<file path="config.mk">
export PLATFORM = sky130hd
export DESIGN_NAME = bfca_cell
export DESIGN_NICKNAME = d
export VERILOG_FILES = /design/src/rtl/best_fit_capacity_allocator_unit_assert.svh /design/src/rtl/bfca_pkg.sv /design/src/rtl/bfca_cell.sv
export SDC_FILE = /design/constraint.sdc
export NUM_CORES = 1
export LEC_CHECK = 0
export BUFFER_PORTS_ARGS = -buffer_cell sky130_fd_sc_hd__buf_2
export CAP_MARGIN = 20
export CORE_ASPECT_RATIO = 1.4
export CORE_MARGIN = 5
export CORE_UTILIZATION = 45
export CTS_BUF_LIST = sky130_fd_sc_hd__clkbuf_4
export CTS_CLUSTER_SIZE = 30
export DETAILED_ROUTE_END_ITERATION = 12
export HOLD_SLACK_MARGIN = 0.06
export PLACE_DENSITY_LB_ADDON = 0.2
export SLEW_MARGIN = 20
export SYNTH_ARGS = -nofsm -noshare
export SYNTH_HDL_FRONTEND = slang
export SYNTH_SLANG_ARGS = --single-unit
</file>
<file path="constraint.sdc">
create_clock -name clk -period 3.2 [get_ports clk]
set_clock_uncertainty 0.05 [all_clocks]
set_input_delay 0.64 -clock clk [delete_from_list [all_inputs] [get_ports clk]]
set_output_delay 0.64 -clock clk [all_outputs]
set_load 0.02 [all_outputs]
</file>
<file path="src/rtl/best_fit_capacity_allocator_unit_assert.svh">
// Assertion macros for the best-fit capacity allocator
`ifndef BEST_FIT_CAPACITY_ALLOCATOR_UNIT_ASSERT_SVH
`define BEST_FIT_CAPACITY_ALLOCATOR_UNIT_ASSERT_SVH

// Implication checked on every clock edge outside reset
`define BFCA_ASSERT_IMPL(label, clk, rst_n, ante, cons, msg) \
    label: assert property (@(posedge clk) disable iff (!rst_n) (ante) |-> (cons)) \
        else $error(msg);

// Next-cycle implication
`define BFCA_ASSERT_NEXT(label, clk, rst_n, ante, cons, msg) \
    label: assert property (@(posedge clk) disable iff (!rst_n) (ante) |=> (cons)) \
        else $error(msg);

`endif

</file>
<file path="src/rtl/bfca_pkg.sv">
`timescale 1ns / 1ps
// ----------------------------------------------------------------------------
// bfca_pkg
// Shared types and constants of the best-fit capacity allocator.
// ----------------------------------------------------------------------------
package bfca_pkg;

    localparam int unsigned OPCODE_W   = 2;
    localparam int unsigned STATUS_W   = 2;
    localparam int unsigned NODE_W     = 8;
    localparam int unsigned SOCKET_W   = 8;
    localparam int unsigned FIELD_KB_W = 40;
    localparam int unsigned INDEX_W    = 6;
    localparam int unsigned MIN_W      = 21;
    localparam logic [MIN_W-1:0] MIN_BORROW_RESET = 21'd4096;

    typedef enum logic [OPCODE_W-1:0] {
        OP_CLEAR  = 2'd0,
        OP_APPEND = 2'd1,
        OP_ASSIGN = 2'd2,
        OP_QUERY  = 2'd3
    } opcode_t;

    typedef enum logic [STATUS_W-1:0] {
        ST_OK    = 2'd0,
        ST_NOFIT = 2'd1,
        ST_FULL  = 2'd2,
        ST_RSVD  = 2'd3
    } status_t;

    localparam logic [0:0] REG_MIN_BORROW = 1'b0;

    // Filter and fit settings held for the head-cell comparison during a scan
    typedef struct packed {
        logic                is_assign;
        logic [NODE_W-1:0]   borrower;
        logic                constrained;
        logic [SOCKET_W-1:0] socket;
    } bfca_scan_t;

endpackage

</file>
<file path="src/rtl/bfca_cell.sv">
`timescale 1ns / 1ps
// ----------------------------------------------------------------------------
// bfca_cell
// One table entry. Entries form a ring: during a scan every cell passes its
// contents to its neighbor each cycle, so the head cell sees entries in order.
// ----------------------------------------------------------------------------
module bfca_cell
    import bfca_pkg::*;
#(
    parameter int unsigned CAP_W = 40
)
(
    input  logic                clk,
    input  logic                shift,     // rotate one place
    input  logic                load,      // load local value (append/update at this cell)
    input  logic [NODE_W-1:0]   node_in,
    input  logic [SOCKET_W-1:0] socket_in,
    input  logic [CAP_W-1:0]    cap_in,
    output logic [NODE_W-1:0]   node,
    output logic [SOCKET_W-1:0] socket,
    output logic [CAP_W-1:0]    cap
);
    logic [NODE_W-1:0]   node_reg;
    logic [SOCKET_W-1:0] socket_reg;
    logic [CAP_W-1:0]    cap_reg;

    always_ff @(posedge clk)
    begin
        if (shift || load)
        begin
            node_reg   <= node_in;
            socket_reg <= socket_in;
            cap_reg    <= cap_in;
        end
    end

    assign node   = node_reg;
    assign socket = socket_reg;
    assign cap    = cap_reg;
endmodule

</file>
---- Yosys cells after proc, flatten, opt, wreduce, memory -nomap -nowiden ----
Index checks and enable logic that the tools add are counted.
cells by class
  reduce and logical (&&, ||, !) cells .... 1
operators with widths
  cell              count
  $logic_or 1x1->1  1
word-level totals
  flip-flop bits (word level) ............. 56
  input bits .............................. 59

---- Depth between registers and ports, before layout ----
Gate-level depths: netlist of the first run.
  depth after elaboration ................. 1
  depth in mapped cells ................... 1

---- Least setup slack after synthesis of the first run ----
No wires, ideal clock.
  path type ............................... input to register
  start point ............................. in shift
  end point ............................... reg cap_reg[0] (netlist: cap[0]) (enable)
  library setup time ...................... 417 ps
  arrival time ............................ 1898 ps
  data required time ...................... 2733 ps
  slack ................................... 835 ps
  stages .................................. 1
  path buffers ............................ 0
  cell sequence ........................... or2_1
between the ends
  cells in the longest elaborated chain, start to end .. 1
RTL lines
  element               line             source
  from (decl)           bfca_cell.sv:14  input logic shift,
  $logic_or 1x1->1      bfca_cell.sv:29  if (shift || load)
  to (signal assigned)  bfca_cell.sv:33  cap_reg <= cap_in;
  to (decl)             bfca_cell.sv:25  logic [CAP_W-1:0] cap_reg;
No other way between the ends.
A chain may end at the register's enable or synchronous reset.

---- Worst setup path in the final report of the first run ----
  start point ............................. reg cap_reg[2] (netlist: cap[2])
  end point ............................... out cap[2]
RTL lines
  element    line             source
  to (decl)  bfca_cell.sv:21  output logic [CAP_W-1:0] cap
No word-level cell between the ends.

==> results of run 1 <==
## placed cells by master, fill, tap and decap left out, drive strengths merged
cell,synthesis,routed
buf,0,116
clkbuf,0,7
clkinv,0,1
edfxtp,56,56
or2,1,1
## path summary, 6_finish.rpt
kind,from,to,slack (ns),depth (start not counted)
worst max-delay path,cap[2],cap[2],1.59,1
worst min-delay path,cap_in[38],cap[38],0.40,1
## routing by layer
layer	vias up	part of all wire (%)
met5	-	0
met2	69	55
met1	458	30
met4	0	1.6
met3	6	13
li1	475	-
## where the power goes
part	total, uW	internal [uW]	leakage [uW]	switching [uW]
clock	288	102	0.0000338	186
sequential	894	879	0.000571	14.7
combinational	200	69.1	0.000460	131
## stage by stage
stage / cells / util [%]
2_1_floorplan: 57 / -
3_3_place_gp: 215 / 63.84
3_5_place_dp: 215 / 63.84
4_1_cts: 223 / 65.38
5_1_grt: 223 / 65.38
6_report: 223 / 65.38
## layout make-up
class                           instances  area (um^2)  share of cell area, %
Clock buffer                            7        52.55                  2.206
Clock inverter                          1        3.754                 0.1576
Multi-Input combinational cell          1        6.256                 0.2626
Sequential cell                        56         1682                  70.59
Tap cell                               42        52.55                  2.206
Timing Repair Buffer                  116        585.6                  24.58
## logic make-up after synthesis
family,Yosys count
AND/OR/NAND/NOR,1
flip-flops,56
==> summary.txt, run 1 <==
Run status
  – Status: finished, final reports clean

Clock tree
  – Post-CTS Setup Repair Bufs: 0
  – Clock transition at path regs: 0.13 ns
  – CTS root buf: clkbuf_4
  – Clock buffer depth: 2
  – H-tree depth: 2
  – CTS sink count: 56
  – CTS tree: done
  – Post-CTS Resized: 0
  – Post-CTS Hold Buffers: 0
  – TritonCTS Buffers: 5

Floorplan
  – Initial Util: 46.33%
  – Die height: 82.47 um
  – # IOs: 115
  – Die width: 61.76 um
  – Core area: 0.003643 mm^2
  – Total die area: 0.005093 mm^2
  – FP Rows: 26

Critical path
  – Worst EP required: 2.51 ns
  – CP cell instances: buf_2
  – Worst path bufs/invs: 1
  – Slowest cell on crit path: edfxtp_1
  – CP startpoint kind: flop
  – Crit-path max FO: 1
  – Crit Path Category: reg -> out
  – Worst EP arrival: 0.92 ns
  – Max incr delay on CP: 0.40 ns
  – Delay-heaviest family, CP: flip-flops
  – Crit end category: output pin

Min path
  – Worst min-delay path category: in -> reg

Global route
  – Met1 Use GR: 13.18%
  – Largest net degree at the start of global routing: 27
  – Vias in the first global route: 1026
  – First-pass GRT wire length: 4857 um
  – Congestion Overflow GR: 0
  – GR peak layer: met2
  – Routing usage on met3: 5.754%
  – Gr usage total: 13.94%
  – Global routing usage on met2: 25.47%
  – Number of antenna violations at the first check in global routing: 0

Drt
  – Routed Antenna Nets: 0
  – WL/cell: 16.17 um
  – DRC: 0
  – 1st-iter DRT viols: 13
  – WL final: 3605 um
  – Via-to-Cell Ratio: 4.520
  – Vias: 1008
  – Pre-antenna DRT Iters: 4

Synth
  – Sequential-to-total area share from yosys stat: 99.63%
  – Synth top cells by count: 56 x edfxtp_1, 1 x or2_1
  – Synth Flop Type: edfxtp_1
  – Synth top area share: 99.63%
  – Synth async-reset ratio: 0%
  – #FFs+latches synth: 56
  – Synth top area cells: edfxtp_1 100%, or2_1 0.37%
  – YS warnings: 0
  – Post-synthesis cell count: 57
  – Mux cell area share after synthesis: 0%
  – Number of flops mapped to enable cells by yosys: 56
  – Synth Area in Compound Gates: 0%
  – Largest family of logic cells by synthesized area: simple AND/OR/NAND/NOR gates
  – Simple-gate area share of the yosys netlist: 0.3706%
  – Cell accounting for the most synthesized area: edfxtp_1
  – Syn avg cell area: 29.61 um^2
  – Post-Synth Adder-Cell Area: 0%
  – Top-count cell post-synth: edfxtp_1
  – Unique cell type count in the Yosys netlist: 2
  – Synthesized cell area: 0.001688 mm^2
  – Net count after synthesis: 116
  – Xor-xnor portion of the synthesized cell area: 0%

Flow run
  – Max_cap viols: 0

Timing
  – Fin. Hold Viols: 0
  – RSZ-0062 raised after global routing: no
  – Slew HR: 78.49%
  – Final Hold Slack: 0.4005 ns
  – Tcrit/Tclk final: 50.38%
  – Endpoints failing setup: 0
  – Crit path time final: 1.612 ns
  – Setup WS post-layout: 1.588 ns
  – Fin. max-slew vios: 0
  – Least-Margin Pin Slew: 0.3227 ns
  – Total Neg Setup Slack: 0 ns
  – Achievable frequency: 0.6202 GHz

Place
  – Port Buffers: 114
  – DP Area: 0.002326 mm^2
  – Setup slack at placement: 1.458 ns
  – GPL Wtd Cong: 0.6843

Power and ir drop
  – Final Power: 1383 uW
  – Worst vdd ir: 0.0004084 V
  – Leakage power total: 0.001064 uW
  – Pwr/cell area: 580.3 mW/mm^2

Layout
  – Layout cells sized above 1: 68.51%
  – Fill cells: 286
  – Antenna Diode Count: 0
  – Design area: 0.002382 mm^2
  – Largest register FFs: 40
  – Nets: 239
  – Area Overhead vs Synth: 41.14%
No activity file was read; power rests on OpenSTA's default activity.
==> inputs of run 2 (changes only) <==
--- a/config.mk
+++ b/config.mk
@@ -9,7 +9,7 @@
 export CAP_MARGIN = 20
 export CORE_ASPECT_RATIO = 1.4
 export CORE_MARGIN = 5
-export CORE_UTILIZATION = 45
+export CORE_UTILIZATION = 42
 export CTS_BUF_LIST = sky130_fd_sc_hd__clkbuf_4
 export CTS_CLUSTER_SIZE = 30
 export DETAILED_ROUTE_END_ITERATION = 12
==> constraint.sdc (replaced) <==
create_clock -name clk -period 1.5 [get_ports clk]
set_clock_uncertainty 0.05 [all_clocks]
set_input_delay 0.3 -clock clk [delete_from_list [all_inputs] [get_ports clk]]
set_output_delay 0.3 -clock clk [all_outputs]
set_load 0.02 [all_outputs]
==> run 2 against run 1 <==
Sequential power increased by 110%; final cell count up 26%; first-iteration DRC count rose by 77%; routed wire length rose by 25%; combinational power grew to 2.8 times the previous value; sequential share of layout area shrank 14 points; highest routed layer unchanged.
==> summary.txt, run 2 (synthesis gave the netlist of run 1 again) <==
Timing
  – Tcrit/Tclk final: 87.83%
  – Fin. Hold Viols: 0 (unchanged)
  – Fin. max-slew vios: 0 (unchanged)
  – Endpoints failing setup: 0 (unchanged)
  – Least-Margin Pin Slew: 0.1623 ns (-0.1604 ns)
  – Achievable frequency: 0.7590 GHz
  – Total Neg Setup Slack: 0 ns (unchanged)
  – RSZ-0062 raised after global routing: no
  – Slew HR: 89.18% (+11 points)
  – Crit path time final: 1.318 ns

Global route
  – Congestion Overflow GR: 0 (unchanged)
  – Number of antenna violations at the first check in global routing: 0 (unchanged)
  – First-pass GRT wire length: 7169 um (+48%)
  – Largest net degree at the start of global routing: 30 (+11%)
  – Gr usage total: 17.75% (+3.8 points)
  – Vias in the first global route: 1474 (+44%)

Power and ir drop
  – Final Power: 3251 uW (+140%)
  – Leakage power total: 0.001316 uW (+24%)
  – Pwr/cell area: 1088 mW/mm^2 (+87%)
  – Worst vdd ir: 0.0008955 V (+120%)

Floorplan
  – Total die area: 0.005405 mm^2 (+6.1%)
  – Die width: 63.58 um (+2.9%)
  – # IOs: 115 (unchanged)
  – Die height: 85.01 um (+3.1%)
  – Initial Util: 43.07% (-3.3 points)
  – FP Rows: 27 (+3.8%)
  – Core area: 0.003919 mm^2 (+7.6%)

Drt
  – Routed Antenna Nets: 0 (unchanged)
  – Via-to-Cell Ratio: 4.371 (-3.3%)
  – Vias: 1224 (+21%)
  – WL/cell: 16.14 um (-0.19%)
  – DRC: 0 (unchanged)
  – 1st-iter DRT viols: 23 (+10)
  – Pre-antenna DRT Iters: 4 (unchanged)
  – WL final: 4518 um (+25%)

Critical path
  – Delay-heaviest family, CP: flip-flops
  – Crit Path Category: reg -> out
  – CP cell instances: buf_2
  – CP startpoint kind: flop
  – Worst EP arrival: 0.97 ns (+0.05 ns)
  – Crit-path max FO: 1 (unchanged)
  – Worst EP required: 1.15 ns (-1.36 ns)
  – Worst path bufs/invs: 1 (unchanged)
  – Crit end category: output pin
  – Slowest cell on crit path: edfxtp_1
  – Max incr delay on CP: 0.41 ns (about the same)

Clock tree
  – CTS sink count: 56 (unchanged)
  – Clock transition at path regs: 0.16 ns (+0.03 ns)
  – CTS tree: done
  – Clock buffer depth: 2 (unchanged)
  – TritonCTS Buffers: 5 (unchanged)
  – Post-CTS Setup Repair Bufs: 0 (unchanged)
  – H-tree depth: 2 (unchanged)
  – CTS root buf: clkbuf_4

Layout
  – Leading cell type in the layout, fill and taps excluded: buf_2
  – Fin util: 76.25% (+11 points)
  – Antenna Diode Count: 0 (unchanged)
  – Design area: 0.002988 mm^2 (+25%)
  – Layout cells sized above 1: 51.90% (-17 points)
  – Post-Layout Cell Count: 280 (+26%)
  – Nets: 295 (+23%)
  – Most frequent cells in the layout: 114 x buf_2, 56 x edfxtp_1, 56 x dlygate4sd3_1, 5 x clkbuf_4
  – Area Overhead vs Synth: 77.02%
  – Largest register FFs: 40 (unchanged)

Place
  – DP Area: 0.002352 mm^2 (+1.1%)
  – Port Buffers: 114 (unchanged)
  – Post-Place Cells: 216 (+0.47%)
  – GPL Wtd Cong: 0.6529 (-4.6%)

Flow run
  – Max_cap viols: 0 (unchanged)

Run status
  – Status: finished, final reports clean

Min path
  – Worst min-delay path category: in -> reg
[run 2: worst paths after layout]
path              startpoint        end  depth (start not counted)
setup / recovery   socket[1]  socket[1]                          1
hold / removal         shift    cap[23]                          3
[run 2: final cells by class]
type / instances / area (um^2)
clock buffer: 5 / 37.54
clock inverter: 3 / 37.54
fill: 225 / 930.9
multi-input combinational: 1 / 6.256
sequential: 56 / 1682
tap: 43 / 53.80
timing repair buffer: 172 / 1171
[run 2: layer usage]
metal  global-route usage (%)  share of wire (%)  vias up  wire length, um
met5                        0                  0        -                0
met4                    8.507                2.9        0              132
met3                    6.358                9.0       13              407
met2                    33.83                 57       70             2591
met1                    15.90                 31      553             1386
li1                         -                  -      588                -
[run 2: timing repair]
action,in CTS,in global routing
hold buffers,56,0
resized for setup,0,0
endpoints found under the hold margin,56,0
[run 2: metrics by stage]
| step | worst slack, ns | hold WS, ns |
|---|---|---|
| 3_3_place_gp | 0.2731 | 0.4262 |
| 6_report | 0.1825 | 0.4214 |
| 4_1_cts | 0.1879 | 0.4344 |
| 2_1_floorplan | 0.02836 | 0.3489 |
| 3_5_place_dp | 0.2623 | 0.4281 |
| 5_1_grt | 0.1266 | 0.4081 |
[run 2: report_power, final]
| part | switching (uW) | internal (uW) |
|---|---|---|
| registers | 33.3 | 1880 |
| clock network | 440 | 341 |
| logic | 312 | 250 |
| total | 785 | 2470 |
==> inputs of run 3 (changes only) <==
==> constraint.sdc (replaced) <==
create_clock -name clk -period 1.5 [get_ports clk]
set_clock_uncertainty 0.05 [all_clocks]
set_input_delay 0 -clock clk [delete_from_list [all_inputs] [get_ports clk]]
set_output_delay 0 -clock clk [all_outputs]
set_load 0.02 [all_outputs]
==> run 3 against run 2 <==
Total power rose by 0.57%; setup slack improved by 0.29 ns; first-iteration DRC count fell by 30%; fmax rose by 28%; combinational power fell by 2%; critical endpoint is now cap[35]; hold slack got worse by 0.15 ns; count of clock-buffer cells in the layout did not move; highest routed layer unchanged; utilization fell by 0.38 points; largest cell class unchanged.
==> summary.txt, run 3 (synthesis gave the netlist of run 1 again) <==
Run status
  – Status: finished, final reports clean

Timing
  – Fin. Hold Viols: 0 (unchanged)
  – Final Hold Slack: 0.2701 ns (-0.1513 ns)
  – RSZ-0062 raised after global routing: no
  – Fin. max-slew vios: 0 (unchanged)
  – Achievable frequency: 0.9693 GHz (+28%)
  – Endpoints failing setup: 0 (unchanged)
  – Least-Margin Pin Slew: 0.3536 ns (+0.1914 ns)
  – Slew HR: 76.43% (-13 points)
  – Crit path time final: 1.032 ns (-0.2859 ns)
  – Tcrit/Tclk final: 68.78% (-19 points)
  – Total Neg Setup Slack: 0 ns (unchanged)

Critical path
  – Worst path bufs/invs: 1 (unchanged)
  – Worst EP required: 1.45 ns (+0.30 ns)
  – Crit end category: output pin
  – Worst EP arrival: 0.98 ns (about the same)
  – Crit Path Category: reg -> out
  – CP startpoint kind: flop
  – Worst setup path startpoint: cap[35]
  – CP Capture Point: cap[35]
  – Stages on worst setup path: 1 (unchanged)
  – CP cell instances: buf_2
  – Crit-path max FO: 1 (unchanged)
  – Max incr delay on CP: 0.43 ns (+0.02 ns)
  – Slowest cell on crit path: edfxtp_1
  – Delay-heaviest family, CP: flip-flops

Floorplan
  – Die height: 85.01 um (unchanged)
  – FP Rows: 27 (unchanged)
  – Initial Util: 43.07% (unchanged)
  – Core area: 0.003919 mm^2 (unchanged)
  – Die width: 63.58 um (unchanged)
  – Total die area: 0.005405 mm^2 (unchanged)
  – # IOs: 115 (unchanged)

Layout
  – Layout cells sized above 1: 52.74% (+0.84 points)
  – Antenna Diode Count: 0 (unchanged)
  – Nets: 295 (unchanged)
  – Largest register FFs: 40 (unchanged)
  – Area Overhead vs Synth: 76.13%
  – Fill cells: 249 (+11%)
  – Leading cell type in the layout, fill and taps excluded: buf_2
  – Most frequent cells in the layout: 114 x buf_2, 56 x edfxtp_1, 56 x dlygate4sd3_1, 5 x clkbuf_4
  – Post-Layout Cell Count: 280 (unchanged)
  – Fin util: 75.86% (-0.38 points)

Clock tree
  – CTS tree: done
  – TritonCTS Buffers: 5 (unchanged)
  – Clock transition at path regs: 0.16 ns (about the same)
  – Post-CTS Hold Buffers: 56 (unchanged)
  – Post-CTS Setup Repair Bufs: 0 (unchanged)
  – CTS sink count: 56 (unchanged)
  – Clock buffer depth: 2 (unchanged)
  – CTS root buf: clkbuf_4
  – H-tree depth: 2 (unchanged)
  – Post-CTS Resized: 0 (unchanged)

Power and ir drop
  – Final Power: 3269 uW (+0.57%)
  – Worst vdd ir: 0.0009175 V (+2.5%)
  – Pwr/cell area: 1100 mW/mm^2 (+1.1%)
  – Leakage power total: 0.001310 uW (-0.46%)

Place
  – Hpwl dp: 2761 um
  – Port Buffers: 114 (unchanged)
  – Post-Place Cells: 216 (unchanged)
  – GPL Wtd Cong: 0.6386 (-2.2%)

Drt
  – 1st-iter DRT viols: 16 (-30%)
  – Via-to-Cell Ratio: 4.468 (+2.2%)
  – DRC: 0 (unchanged)
  – Vias: 1251 (+2.2%)
  – WL final: 4529 um (+0.24%)
  – WL/cell: 16.18 um (+0.24%)
  – Pre-antenna DRT Iters: 4 (unchanged)
  – Routed Antenna Nets: 0 (unchanged)

Global route
  – First-pass GRT wire length: 6955 um (-3.0%)
  – Largest net degree at the start of global routing: 30 (unchanged)
  – Congestion Overflow GR: 0 (unchanged)
  – Vias in the first global route: 1439 (-2.4%)
  – Number of antenna violations at the first check in global routing: 0 (unchanged)
  – Gr usage total: 17.17% (-0.58 points)

Min path
  – Worst min-delay path category: in -> reg

Flow run
  – Max_cap viols: 0 (unchanged)
run 3: worst min path at each step:
stage                 startpoint         to  slack (ns)  depth (start not counted)
global placement       cap_in[8]     cap[8]        0.13                          1
detailed placement  socket_in[1]  socket[1]        0.13                          1
CTS                   node_in[7]    node[7]        0.25                          2
floorplan              cap_in[0]     cap[0]        0.05                          0
finish                     shift    cap[11]        0.27                          3
global route        socket_in[4]  socket[4]        0.24                          2
run 3: tightest hold or removal path, cell delays in order:
cell and delay [ns]:
buf_2 0.07, or2_2 0.10, buf_4 0.32
run 3: routing by layer:
metal	track usage (%)	share of wire [%]
met4	8.696	3.9
met3	7.682	9.6
met2	31.70	56
met1	15.11	31
met5	0	0
run 3: power by group:
part / switching [uW] / internal, uW / total [uW] / leakage (uW)
sequential: 35.4 / 1880 / 1910 / 0.000571
combinational: 306 / 242 / 549 / 0.000694
clock: 452 / 357 / 809 / 0.0000454
total: 794 / 2480 / 3270 / 0.00131
run 3: layout make-up:
class	count	area, um^2	share of cell area (%)
Timing Repair Buffer	172	1146	38.55
Sequential cell	56	1682	56.57
Tap cell	43	53.80	1.810
Clock buffer	5	37.54	1.263
Multi-Input combinational cell	1	6.256	0.2104
Clock inverter	3	47.55	1.599
run 3: per-stage QoR:
stage,area [um^2],worst slack (ns)
after global placement,2327,0.5311
after global routing,2973,0.3966
final,2973,0.4683
after detailed placement,2327,0.5144
after CTS,2973,0.4701
after floorplan,1688,0.3284
